<file path="config.mk">
export PLATFORM = sky130hd
export DESIGN_NAME = bsfbm_front
export DESIGN_NICKNAME = d
export VERILOG_FILES = /design/src/hw/rtl/bsfbm_pkg.sv /design/src/hw/rtl/bsfbm_front.sv
export SDC_FILE = /design/constraint.sdc
export NUM_CORES = 1
export LEC_CHECK = 0
export BUFFER_PORTS_ARGS = -buffer_cell sky130_fd_sc_hd__buf_2
export CAP_MARGIN = 20
export CORE_AREA = 2 2 348 350
export CTS_CLUSTER_SIZE = 10
export DETAILED_ROUTE_END_ITERATION = 10
export DIE_AREA = 0 0 350 352
export HOLD_SLACK_MARGIN = 0.02
export PLACE_DENSITY = 0.6
export REMOVE_ABC_BUFFERS = 1
export SLEW_MARGIN = 20
export SYNTH_ARGS = -nofsm -noshare
export SYNTH_HDL_FRONTEND = slang
export SYNTH_SLANG_ARGS = --single-unit
</file>
<file path="constraint.sdc">
create_clock -name clk -period 31.5 [get_ports clk]
set_input_delay 0 -clock clk [delete_from_list [all_inputs] [get_ports clk]]
set_output_delay 0 -clock clk [all_outputs]
set_load 0.01 [all_outputs]
</file>
<file path="src/hw/rtl/bsfbm_pkg.sv">
// ----------------------------------------------------------------------------
// bsfbm_pkg
// Shared types and fixed field counts of the batch resemblance matcher.
// ----------------------------------------------------------------------------
package bsfbm_pkg;

  localparam int FEAT   = 3;   // super-features per chunk
  localparam int HWORDS = 4;   // 64-bit words per chunk hash

  typedef logic [FEAT-1:0][63:0]   feat_vec_t;
  typedef logic [HWORDS-1:0][63:0] hash_t;

  typedef struct packed {
    feat_vec_t       feat;
    hash_t           hash;
    logic            eob;
    logic [FEAT-1:0] dup;   // feature repeats an earlier one of the same chunk
  } item_t;

  typedef struct packed {
    logic  similar;
    hash_t base;
  } res_t;

endpackage

</file>
<file path="src/hw/rtl/bsfbm_front.sv">
// ----------------------------------------------------------------------------
// bsfbm_front
// Accept chunk words, mark repeated features, and hold them in a two-entry
// queue for the match engine.
// ----------------------------------------------------------------------------
module bsfbm_front (
  input  logic                clk,
  input  logic                rst_n,
  input  logic                push,
  output logic                full,
  input  bsfbm_pkg::feat_vec_t feat,
  input  bsfbm_pkg::hash_t     hash,
  input  logic                eob,
  output logic                q_vld,
  output bsfbm_pkg::item_t     q_item,
  input  logic                q_pop
);
  import bsfbm_pkg::*;

  item_t       ent_r [2];
  logic        wp_r, wp_nxt, rp_r, rp_nxt;
  logic [1:0]  cnt_r, cnt_nxt;
  logic        wr, rd;
  item_t       in_item;

  always_comb begin
    in_item.feat = feat;
    in_item.hash = hash;
    in_item.eob  = eob;
    for (int i = 0; i < FEAT; i++) begin
      in_item.dup[i] = 1'b0;
      for (int j = 0; j < i; j++) begin
        if (feat[j] == feat[i]) in_item.dup[i] = 1'b1;
      end
    end
  end

  assign full   = (cnt_r == 2'd2);
  assign q_vld  = (cnt_r != 2'd0);
  assign q_item = ent_r[rp_r];
  assign wr     = push && !full;
  assign rd     = q_pop && q_vld;

  always_comb begin
    wp_nxt  = wr ? ~wp_r : wp_r;
    rp_nxt  = rd ? ~rp_r : rp_r;
    cnt_nxt = cnt_r + {1'b0, wr} - {1'b0, rd};
  end

  always_ff @(posedge clk) begin
    if (!rst_n) begin
      wp_r  <= 1'b0;
      rp_r  <= 1'b0;
      cnt_r <= 2'd0;
    end else begin
      wp_r  <= wp_nxt;
      rp_r  <= rp_nxt;
      cnt_r <= cnt_nxt;
    end
  end

  always_ff @(posedge clk) begin
    if (wr) ent_r[wp_r] <= in_item;
  end

endmodule

</file>
==> flow_summary.yaml, run 1 <==
critical_path:
  crit_path_start_kind: "flip-flop"
  crit_family: "buffers and inverters"
  cp.required_ps: 31800
  cp_cell_sequence: "nand2b_1 -> nand2_1 -> nor2_4 -> buf_4 -> buf_4 -> buf_4"
  cpPeakStageDelay_ps: 830
  path_max_fanout: 63
  cp_slowest_cell: "buf_4"
  crit_arrival_ps: 4480
  crit_buf_inv: 3
  path_class: "reg -> reg"
  cpMostUsedCell: "buf_4"
  end_kind: "flip-flop"
power:
  p_leak_nw: 18.86
  power_density_nw_per_um2: 67.77
  peakVddDrop_v: 0.00005313
yosys:
  ys_warn_count: 0
  synth-seq-cells: 907
  yosysSeqAreaShare_pct: 78.02
  avgSynthCellArea_um2: 20.68
  netlist_instances: 1685
  synth_area_um2: 34840
  ys_types: 23
drt:
  routedWlPerCell_um: 21.67
  drtAntennaViolNets: 0
  dr.first_iter.drc_count: 1328
  vias_per_cell: 4.362
  route.detailed.drc: 0
  wirelength_um: 109100
  firstDrtPassIters: 5
  vias: 21960
floorplan:
  core_area_um2: 119300
  die_h_um: 352
  dieArea_um2: 123200
  die_w_um: 350
  start_util_pct: 29.20
  num_rows: 127
  io_pins: 907
timing:
  final-setup-viol-count: 0
  fmax_mhz: 239.2
  clock_skew_ps: 23.89
  hold_viol: 0
  period_needed_ps: 4182
  tightestPinTransition_ps: 1220
  grt_setup_unrepaired: "no"
  drv_slew: 0
  tns_ps: 0
  post-route-period-util_pct: 13.27
  relSlewSlack_pct: 18.68
clock_network:
  clockRootBuffer: "clkbuf_16"
  htreeDepth: 3
  clk_pin_slew_worst_paths_ps: 60
  cts_buffer_depth: 3
  post_cts_buffers: 0
  cts_made_buffers: 105
  clk_latency_ps: 700
  cts_sinks: 907
  tritoncts: "yes"
worst_hold_path:
  hold_path.class: "in -> reg"
place:
  io_buffers: 905
  dp_hpwl_um: 74970
  place_congestion: 0.7996
  placed_area_um2: 41230
layout:
  finalNetCount: 3843
  drive_above_1_share_pct: 43.98
  final_cell_mix: "905 x buf_2, 902 x edfxtp_1, 719 x dlygate4sd3_1"
  final_cell_area_um2: 51350
  area_growth_pct: 47.37
  final_common_cell: "buf_2"
grt:
  overflow: 0
  grt_pass1_vias: 23590
  track_usage_pct: 17.18
  grt_max_degree: 152
  grt_pass1_wl_um: 154400
  antenna_found_initial: 4
outcome:
  status: "completed"
job:
  cap_viol_max_count: 0
==> Yosys cell counts <==
master | instances | area share [%]
and2_1 | 3 | 0.054
and2_4 | 1 | 0.025
and2b_1 | 1 | 0.022
and3_1 | 1 | 0.018
buf_2 | 11 | 0.16
buf_4 | 40 | 0.86
conb_1 | 1 | 0.011
dfxtp_1 | 5 | 0.29
edfxtp_1 | 902 | 78
ha_1 | 2 | 0.072
inv_1 | 2 | 0.022
mux2_2 | 451 | 15
nand2_1 | 2 | 0.022
nand2b_1 | 1 | 0.018
nand4_1 | 38 | 0.68
nor2_1 | 1 | 0.011
nor2b_1 | 1 | 0.018
nor4_1 | 24 | 0.43
nor4_2 | 1 | 0.036
o21a_1 | 1 | 0.022
or2_2 | 1 | 0.018
xnor2_1 | 131 | 3.3
xor2_1 | 64 | 1.6
==> repair_timing <==
item	in CTS	in global routing
hold buffers	719	0
hold endpoints to repair	955	0
resized for setup	0	0
endpoints found under the setup margin	0	0
==> sequential cells by signal, summed over array words and instances (netlist names), named ones only <==
register and flops:
rp_r 1, ent_r 902, wp_r 1, cnt_r 2
==> report_power, final <==
group,switching [W],internal [W]
clock,0.000461,0.000600
combinational,0.000490,0.000397
sequential,0.0000323,0.00150
total,0.000983,0.00250
==> per-layer routing <==
layer / track usage, % / vias to the layer above / wire, um
li1: - / 10010 / -
met1: 19.22 / 11040 / 41680
met2: 30.63 / 761 / 56020
met3: 4.721 / 154 / 7634
met4: 6.897 / 0 / 3735
met5: 0 / - / 0
==> cell families after synthesis <==
kind of cell / count (synthesis) / share of synthesized area, %
AO/OA/AOI/OAI: 1 / 0.02155
XOR/XNOR: 195 / 4.902
adder cells (fa/ha/maj): 2 / 0.07181
buffers and inverters: 53 / 1.041
flip-flops: 907 / 78.02
multiplexers: 451 / 14.58
other: 1 / 0.01076
AND/OR/NAND/NOR: 75 / 1.354
==> through the flow <==
step	util (%)	setup WS [ps]	std cells	total power, W	hold slack (ps)
2_1_floorplan	-	10840	1634	0.002212	98.87
3_3_place_gp	34.55	27330	4173	0.002366	187.2
3_5_place_dp	34.55	27370	4173	0.002369	190.7
4_1_cts	43.00	27340	5031	0.003518	20.71
5_1_grt	43.03	27050	5032	0.003622	52.48
6_report	43.03	27320	5034	0.003480	86.51
==> layout make-up <==
cell class,instances,area (um^2)
Sequential cell,907,27190
Tap cell,1612,2017
Clock buffer,120,2694
Inverter,2,7.507
Fill cell,10650,67990
Multi-Input combinational cell,725,7307
Timing Repair Buffer,1647,11930
Clock inverter,19,197.7
Antenna cell,2,5.005
==> path summary, 6_finish.rpt <==
check / slack (ps) / end / from / depth (start not counted)
worst max-delay path: 27320 / ent_r[0][354]$_DFFE_PP_ / cnt_r[0]$_SDFF_PN0_ / 6
worst min-delay path: 90 / ent_r[1][250]$_DFFE_PP_ / hash[247] / 2
worst max register to register: 27320 / ent_r[0][354]$_DFFE_PP_ / cnt_r[0]$_SDFF_PN0_ / 6
worst min register to register: 540 / flip-flop / rp_r$_SDFFE_PN0P_ / 2
No activity file was read; power rests on OpenSTA's default activity.
==> run 2, diff against run 1 <==
--- a/config.mk
+++ b/config.mk
@@ -5,14 +5,15 @@
 export SDC_FILE = /design/constraint.sdc
 export NUM_CORES = 1
 export LEC_CHECK = 0
+export ABC_AREA = 1
 export BUFFER_PORTS_ARGS = -buffer_cell sky130_fd_sc_hd__buf_2
 export CAP_MARGIN = 20
-export CORE_AREA = 2 2 348 350
+export CORE_AREA = 2 2 351 353
 export CTS_CLUSTER_SIZE = 10
 export DETAILED_ROUTE_END_ITERATION = 10
-export DIE_AREA = 0 0 350 352
+export DIE_AREA = 0 0 353 355
 export HOLD_SLACK_MARGIN = 0.02
-export PLACE_DENSITY = 0.6
+export PLACE_DENSITY = 0.63
 export REMOVE_ABC_BUFFERS = 1
 export SLEW_MARGIN = 20
 export SYNTH_ARGS = -nofsm -noshare
==> constraint.sdc (replaced) <==
create_clock -name clk -period 3.8 [get_ports clk]
set_input_delay 0 -clock clk [delete_from_list [all_inputs] [get_ports clk]]
set_output_delay 0 -clock clk [all_outputs]
set_load 0.01 [all_outputs]
==> flow_summary.yaml, run 2 <==
layout:
  top_regs: "ent_r: 902 flops, cnt_r: 2 flops"
  final_common_cell: "buf_2"
  num-fill-cells: 10670
  area_growth_pct: 47.56
  finalNetCount: 4429
  largest_reg_flops: 902
  regMostFlops: "ent_r"
  finish.utilization_pct: 43.91
  final_cell_mix: "905 x buf_2, 902 x edfxtp_1, 763 x dlygate4sd3_1"
  layout.cells.non_filler: 5636
  drive_above_1_share_pct: 38.08
drt:
  route.detailed.drc: 0
  vias_per_cell: 4.418
  wirelength_um: 112400
  routedWlPerCell_um: 19.94
  vias: 24900
  firstDrtPassIters: 7
  drtAntennaViolNets: 0
  dr.first_iter.drc_count: 1652
critical_path:
  crit_arrival_ps: 2720
  r2r-start: "cnt_r[1]$_SDFF_PN0_"
  path_class: "reg -> out"
  path_max_fanout: 58
  rr_worst_depth: 8
  r2r-end: "cnt_r[0]$_SDFF_PN0_"
  end_kind: "primary output"
  cp.required_ps: 3800
  r2r_slack_ps: 1500
  crit_path_start_kind: "flip-flop"
job:
  cap_viol_max_count: 0
yosys:
  ys_warn_count: 0
  synth_flop_cell: "edfxtp_1"
  netlist_instances: 2207
  synth_top_area_share_pct: 74.97
  avgSynthCellArea_um2: 16.37
  synth_area_leader_cell: "edfxtp_1"
  synth_edf_count: 902
  synth.most_common_cell: "edfxtp_1"
  async_reset_ff_share_pct: 0
  synth_area_um2: 36130
  yosysSeqAreaShare_pct: 75.25
  synth-seq-cells: 907
  ys_types: 20
  synthTopCellsByArea: "edfxtp_1 75%, mux2_2 14%, nand2_1 4.5%"
  yosys-top-cells-count: "902 x edfxtp_1, 451 x mux2_2, 431 x nand2_1"
power:
  p_seq_share_pct: 43.5
  clock_power_share_pct: 30.2
  p_int_w: 0.02150
  power_density_nw_per_um2: 564.7
  swShare_pct: 28.59
  p_leak_nw: 20.96
  switching_power_w: 0.008605
  combPwrFrac_pct: 26.2
  peakVddDrop_v: 0.0004523
  power_w: 0.03010
floorplan:
  num_rows: 128
  die_w_um: 353
  dieArea_um2: 125300
  die_h_um: 355
  core_area_um2: 121400
  start_util_pct: 29.76
  io_pins: 907
timing:
  tns_ps: 0
  post-route-period-util_pct: 71.53
  whs_ps: 79.88
  final-setup-viol-count: 0
  fmax_mhz: 367.9
  drv_slew: 0
  hold_viol: 0
  clock_skew_ps: 32.09
  grt_setup_unrepaired: "no"
  tightestPinTransition_ps: 926.7
  relSlewSlack_pct: 37.99
  period_needed_ps: 2718
grt:
  grt_pass1_vias: 26260
  antenna_found_initial: 15
  overflow: 0
  grt_max_degree: 117
  grt_pass1_wl_um: 163000
  track_usage_pct: 17.35
clock_network:
  tritoncts: "yes"
  cts_made_buffers: 104
  cts_buffer_depth: 3
  clockRootBuffer: "clkbuf_16"
  cts_sinks: 907
  clk_pin_slew_worst_paths_ps: 60
  htreeDepth: 3
  clk_latency_ps: 710
worst_hold_path:
  hold_end: "ent_r[1][426]$_DFFE_PP_"
  worstHoldPathCells: 2
  hold_path.class: "in -> reg"
  hold_path_startpoint: "feat[167]"
place:
  dp.cells: 4730
  dp_hpwl_um: 77080
  place_congestion: 0.8486
  io_buffers: 905
outcome:
  status: "completed"
==> run 2: cell types whose count changed after synthesis, moves of 24 or more <==
cell,previous run,this run
nand2_1,2,431
buf_4,40,2
nor2_1,1,117
inv_1,2,156
xor2_1,64,33
buf_6,0,43
nor4_1,24,0
xnor2_1,131,15
==> run 2: worst max-delay path by stage <==
stage / from / to / slack [ps] / depth (start not counted)
after floorplan: cnt_r[1]$_SDFF_PN0_ / ent_r[0][0]$_DFFE_PP_ / -16620 / 3
after global placement: cnt_r[1]$_SDFF_PN0_ / ent_r[1][9]$_DFFE_PP_ / 1690 / 5
after detailed placement: cnt_r[0]$_SDFF_PN0_ / ent_r[1][9]$_DFFE_PP_ / 1680 / 4
after CTS: flip-flop / q_item[42] / 980 / 3
after global routing: flip-flop / q_item[104] / 910 / 3
final: flip-flop / q_item[42] / 1080 / 3
==> run 2: metrics by stage <==
stage | area [um^2] | setup WS [ps]
global route | 53310 | 908.3
global placement | 42680 | 1685
floorplan | 35600 | -16620
finish | 53310 | 1082
CTS | 53290 | 979.0
detailed placement | 42680 | 1684
==> run 2: cell families after synthesis <==
group           count (synthesis)  share of synthesized area [%]
simple gates                  583                          6.251
mux                           451                          14.06
buf+inv                       207                          3.086
other cells                     1                        0.01038
compound gates                  8                         0.1108
fa+ha+maj                       2                        0.06926
xor+xnor                       48                          1.164
flops                         907                          75.25
==> run 2: cell type report <==
| type | instances | area [um^2] | area share [%] |
|---|---|---|---|
| Clock buffer | 124 | 2698 | 5.060 |
| Timing Repair Buffer | 1712 | 12670 | 23.77 |
| Tap cell | 1625 | 2033 | 3.814 |
| Sequential cell | 907 | 27190 | 51.00 |
| Clock inverter | 13 | 275.3 | 0.5163 |
| Multi-Input combinational cell | 1093 | 7841 | 14.71 |
| Antenna cell | 6 | 15.01 | 0.02816 |
| Inverter | 156 | 585.6 | 1.098 |
==> run 2: what timing repair did <==
action,in CTS,in global routing
hold endpoints to repair,913,0
hold buffers,763,0
buffers inserted,0,0
resized for setup,0,0
==> run 2: routing by layer <==
layer / share of wire (%) / track usage [%]
met2: 51 / 30.80
met1: 38 / 19.62
met5: 0.050 / 0
met4: 3.5 / 6.570
met3: 7.6 / 5.179
==> run 2: power by group through the flow <==
stage                     logic, W  registers, W  clock network (W)
after global routing       0.00841        0.0132            0.00969
after global placement     0.00723        0.0132                  0
after detailed placement   0.00725        0.0133                  0
after floorplan            0.00272        0.0133                  0
final                      0.00790        0.0131            0.00910
after CTS                  0.00794        0.0131            0.00931
==> run 2: worst max-delay path: stages, from the launching register on <==
cell     delay (ps)
dfxtp_4         650
buf_4           710
mux2_2          410
buf_2           150
==> run 3, diff against run 2 <==
==> constraint.sdc (replaced) <==
create_clock -name clk -period 2.2 [get_ports clk]
set_input_delay 0 -clock clk [delete_from_list [all_inputs] [get_ports clk]]
set_output_delay 0 -clock clk [all_outputs]
set_load 0.01 [all_outputs]
==> flow_summary.yaml, run 3 (synthesized netlist as in run 2, its figures left out) <==
outcome:
  status: "completed"
grt:
  grt.met1_usage_pct: 19.68
  met3_usage_pct: 5.882
  top_usage_layer: "met2"
  antenna_found_initial: 17
  grt_pass1_vias: 25490
  track_usage_pct: 17.20
  grt_max_degree: 53
  overflow: 0
  grt.met2_usage_pct: 28.95
  grt_pass1_wl_um: 159700
critical_path:
  r2r_slack_ps: 100
  end_kind: "primary output"
  path_class: "reg -> out"
  r2r-end: "cnt_r[0]$_SDFF_PN0_"
  crit_path_end: "q_item[140]"
  cp.required_ps: 2200
  crit_path_start_kind: "flip-flop"
  rr_worst_depth: 9
  r2r-start: "cnt_r[1]$_SDFF_PN0_"
  crit_arrival_ps: 2150
  path_max_fanout: 31
layout:
  layout.cells.non_filler: 5502
  largest_reg_flops: 902
  final_cell_mix: "902 x edfxtp_1, 902 x buf_2, 579 x dlygate4sd3_1"
  regArea_um2: 27190
  top_regs: "ent_r: 902 flops, cnt_r: 2 flops"
  drive_above_1_share_pct: 40.45
  regMostFlops: "ent_r"
  finalNetCount: 4285
  area_growth_pct: 44.30
  multiInputGateArea_um2: 7883
  num-fill-cells: 10950
floorplan:
  core_area_um2: 121400
  num_rows: 128
  start_util_pct: 29.76
  die_w_um: 353
  dieArea_um2: 125300
  die_h_um: 355
  io_pins: 907
clock_network:
  htreeDepth: 3
  cts_buffer_depth: 3
  tritoncts: "yes"
  cts_made_buffers: 104
  clk_latency_ps: 690
  clk_pin_slew_worst_paths_ps: 60
  clockRootBuffer: "clkbuf_16"
  cts_sinks: 907
timing:
  grt_setup_unrepaired: "yes"
  hold_viol: 0
  whs_ps: 69.74
  clock_skew_ps: 24.74
  post-route-period-util_pct: 97.91
  worst_slack_ps: 45.99
  fmax_mhz: 464.3
  final-setup-viol-count: 0
  drv_slew: 0
  period_needed_ps: 2154
drt:
  routedWlPerCell_um: 20.62
  route.detailed.drc: 0
  wirelength_um: 113400
  firstDrtPassIters: 7
  drtAntennaViolNets: 0
  vias: 24310
  vias_per_cell: 4.418
  dr.first_iter.drc_count: 1679
power:
  p_leak_nw: 20.53
  clock_power_share_pct: 29.2
  p_seq_share_pct: 43.1
  p_int_w: 0.03719
  combPwrFrac_pct: 27.6
  switching_power_w: 0.01511
  power_density_nw_per_um2: 1003
  power_w: 0.05230
  peakVddDrop_v: 0.0006774
  swShare_pct: 28.90
place:
  dp_hpwl_um: 79190
  place_congestion: 0.8307
  dp.cells: 4759
  io_buffers: 905
  post-place-ws_ps: 400.0
worst_hold_path:
  hold_path.class: "in -> reg"
  hold_path_startpoint: "hash[241]"
job:
  cap_viol_max_count: 0
-- run 3: cell types whose count changed in the layout (fill, tap and decap cells not counted), moves of 4 or more --
| cell | change |
|---|---|
| buf_16 | +10 |
| mux2_4 | +11 |
| buf_12 | +7 |
| mux2_2 | -11 |
| buf_4 | +17 |
| clkbuf_16 | +5 |
| dlygate4sd3_1 | -184 |
| buf_6 | +4 |
| clkinv_1 | +6 |
| diode_2 | +7 |
-- run 3: power groups by stage --
stage / Clock, W / Sequential (W) / Combinational (W)
after global routing: 0.0163 / 0.0228 / 0.0154
after CTS: 0.0156 / 0.0226 / 0.0144
after detailed placement: 0 / 0.0229 / 0.0130
final: 0.0153 / 0.0226 / 0.0144
after global placement: 0 / 0.0228 / 0.0130
after floorplan: 0 / 0.0216 / 0.00302
-- run 3: cell type report --
cell class	instances	share of cell area [%]
sequential	907	52.16
timing repair buffer	1568	22.08
multi-input combinational	1093	15.12
clock buffer	122	5.162
tap	1625	3.900
inverter	156	1.123
clock inverter	18	0.3960
antenna	13	0.06240
-- run 3: worst min path at each step --
stage	to	slack, ps	cells after the start
after floorplan	cnt_r[0]$_SDFF_PN0_	90	2
after global placement	ent_r[1][58]$_DFFE_PP_	190	1
after detailed placement	ent_r[0][230]$_DFFE_PP_	190	1
after CTS	ent_r[0][221]$_DFFE_PP_	20	2
after global routing	ent_r[1][221]$_DFFE_PP_	20	2
final	ent_r[0][244]$_DFFE_PP_	70	2
-- run 3: stage by stage --
step / util, % / TNS [ps] / cell area (um^2)
6_report: 42.94 / 0 / 52130
5_1_grt: 42.94 / -336.0 / 52120
4_1_cts: 42.81 / -277.0 / 51970
3_5_place_dp: 35.47 / 0 / 43070
3_3_place_gp: 35.47 / 0 / 43070
2_1_floorplan: - / - / 35600
-- run 3: timing repair --
action / 4_1_cts / 5_1_grt
resized for setup: 25 / 3
hold buffers: 576 / 3
hold endpoints to repair: 907 / 4
setup endpoints to repair: 250 / 141
buffers inserted: 3 / 1
cloned: 3 / 4
-- run 3: layer usage --
metal,wire [um],vias up
li1,-,11210
met1,44180,11950
met2,54360,913
met3,9123,236
met4,5709,8
met5,56,-
-- run 3: critical path: stages (launching register included) --
cell     delay, ps
dfxtp_4        420
buf_16         220
buf_16         240
mux2_2         390
buf_2          150
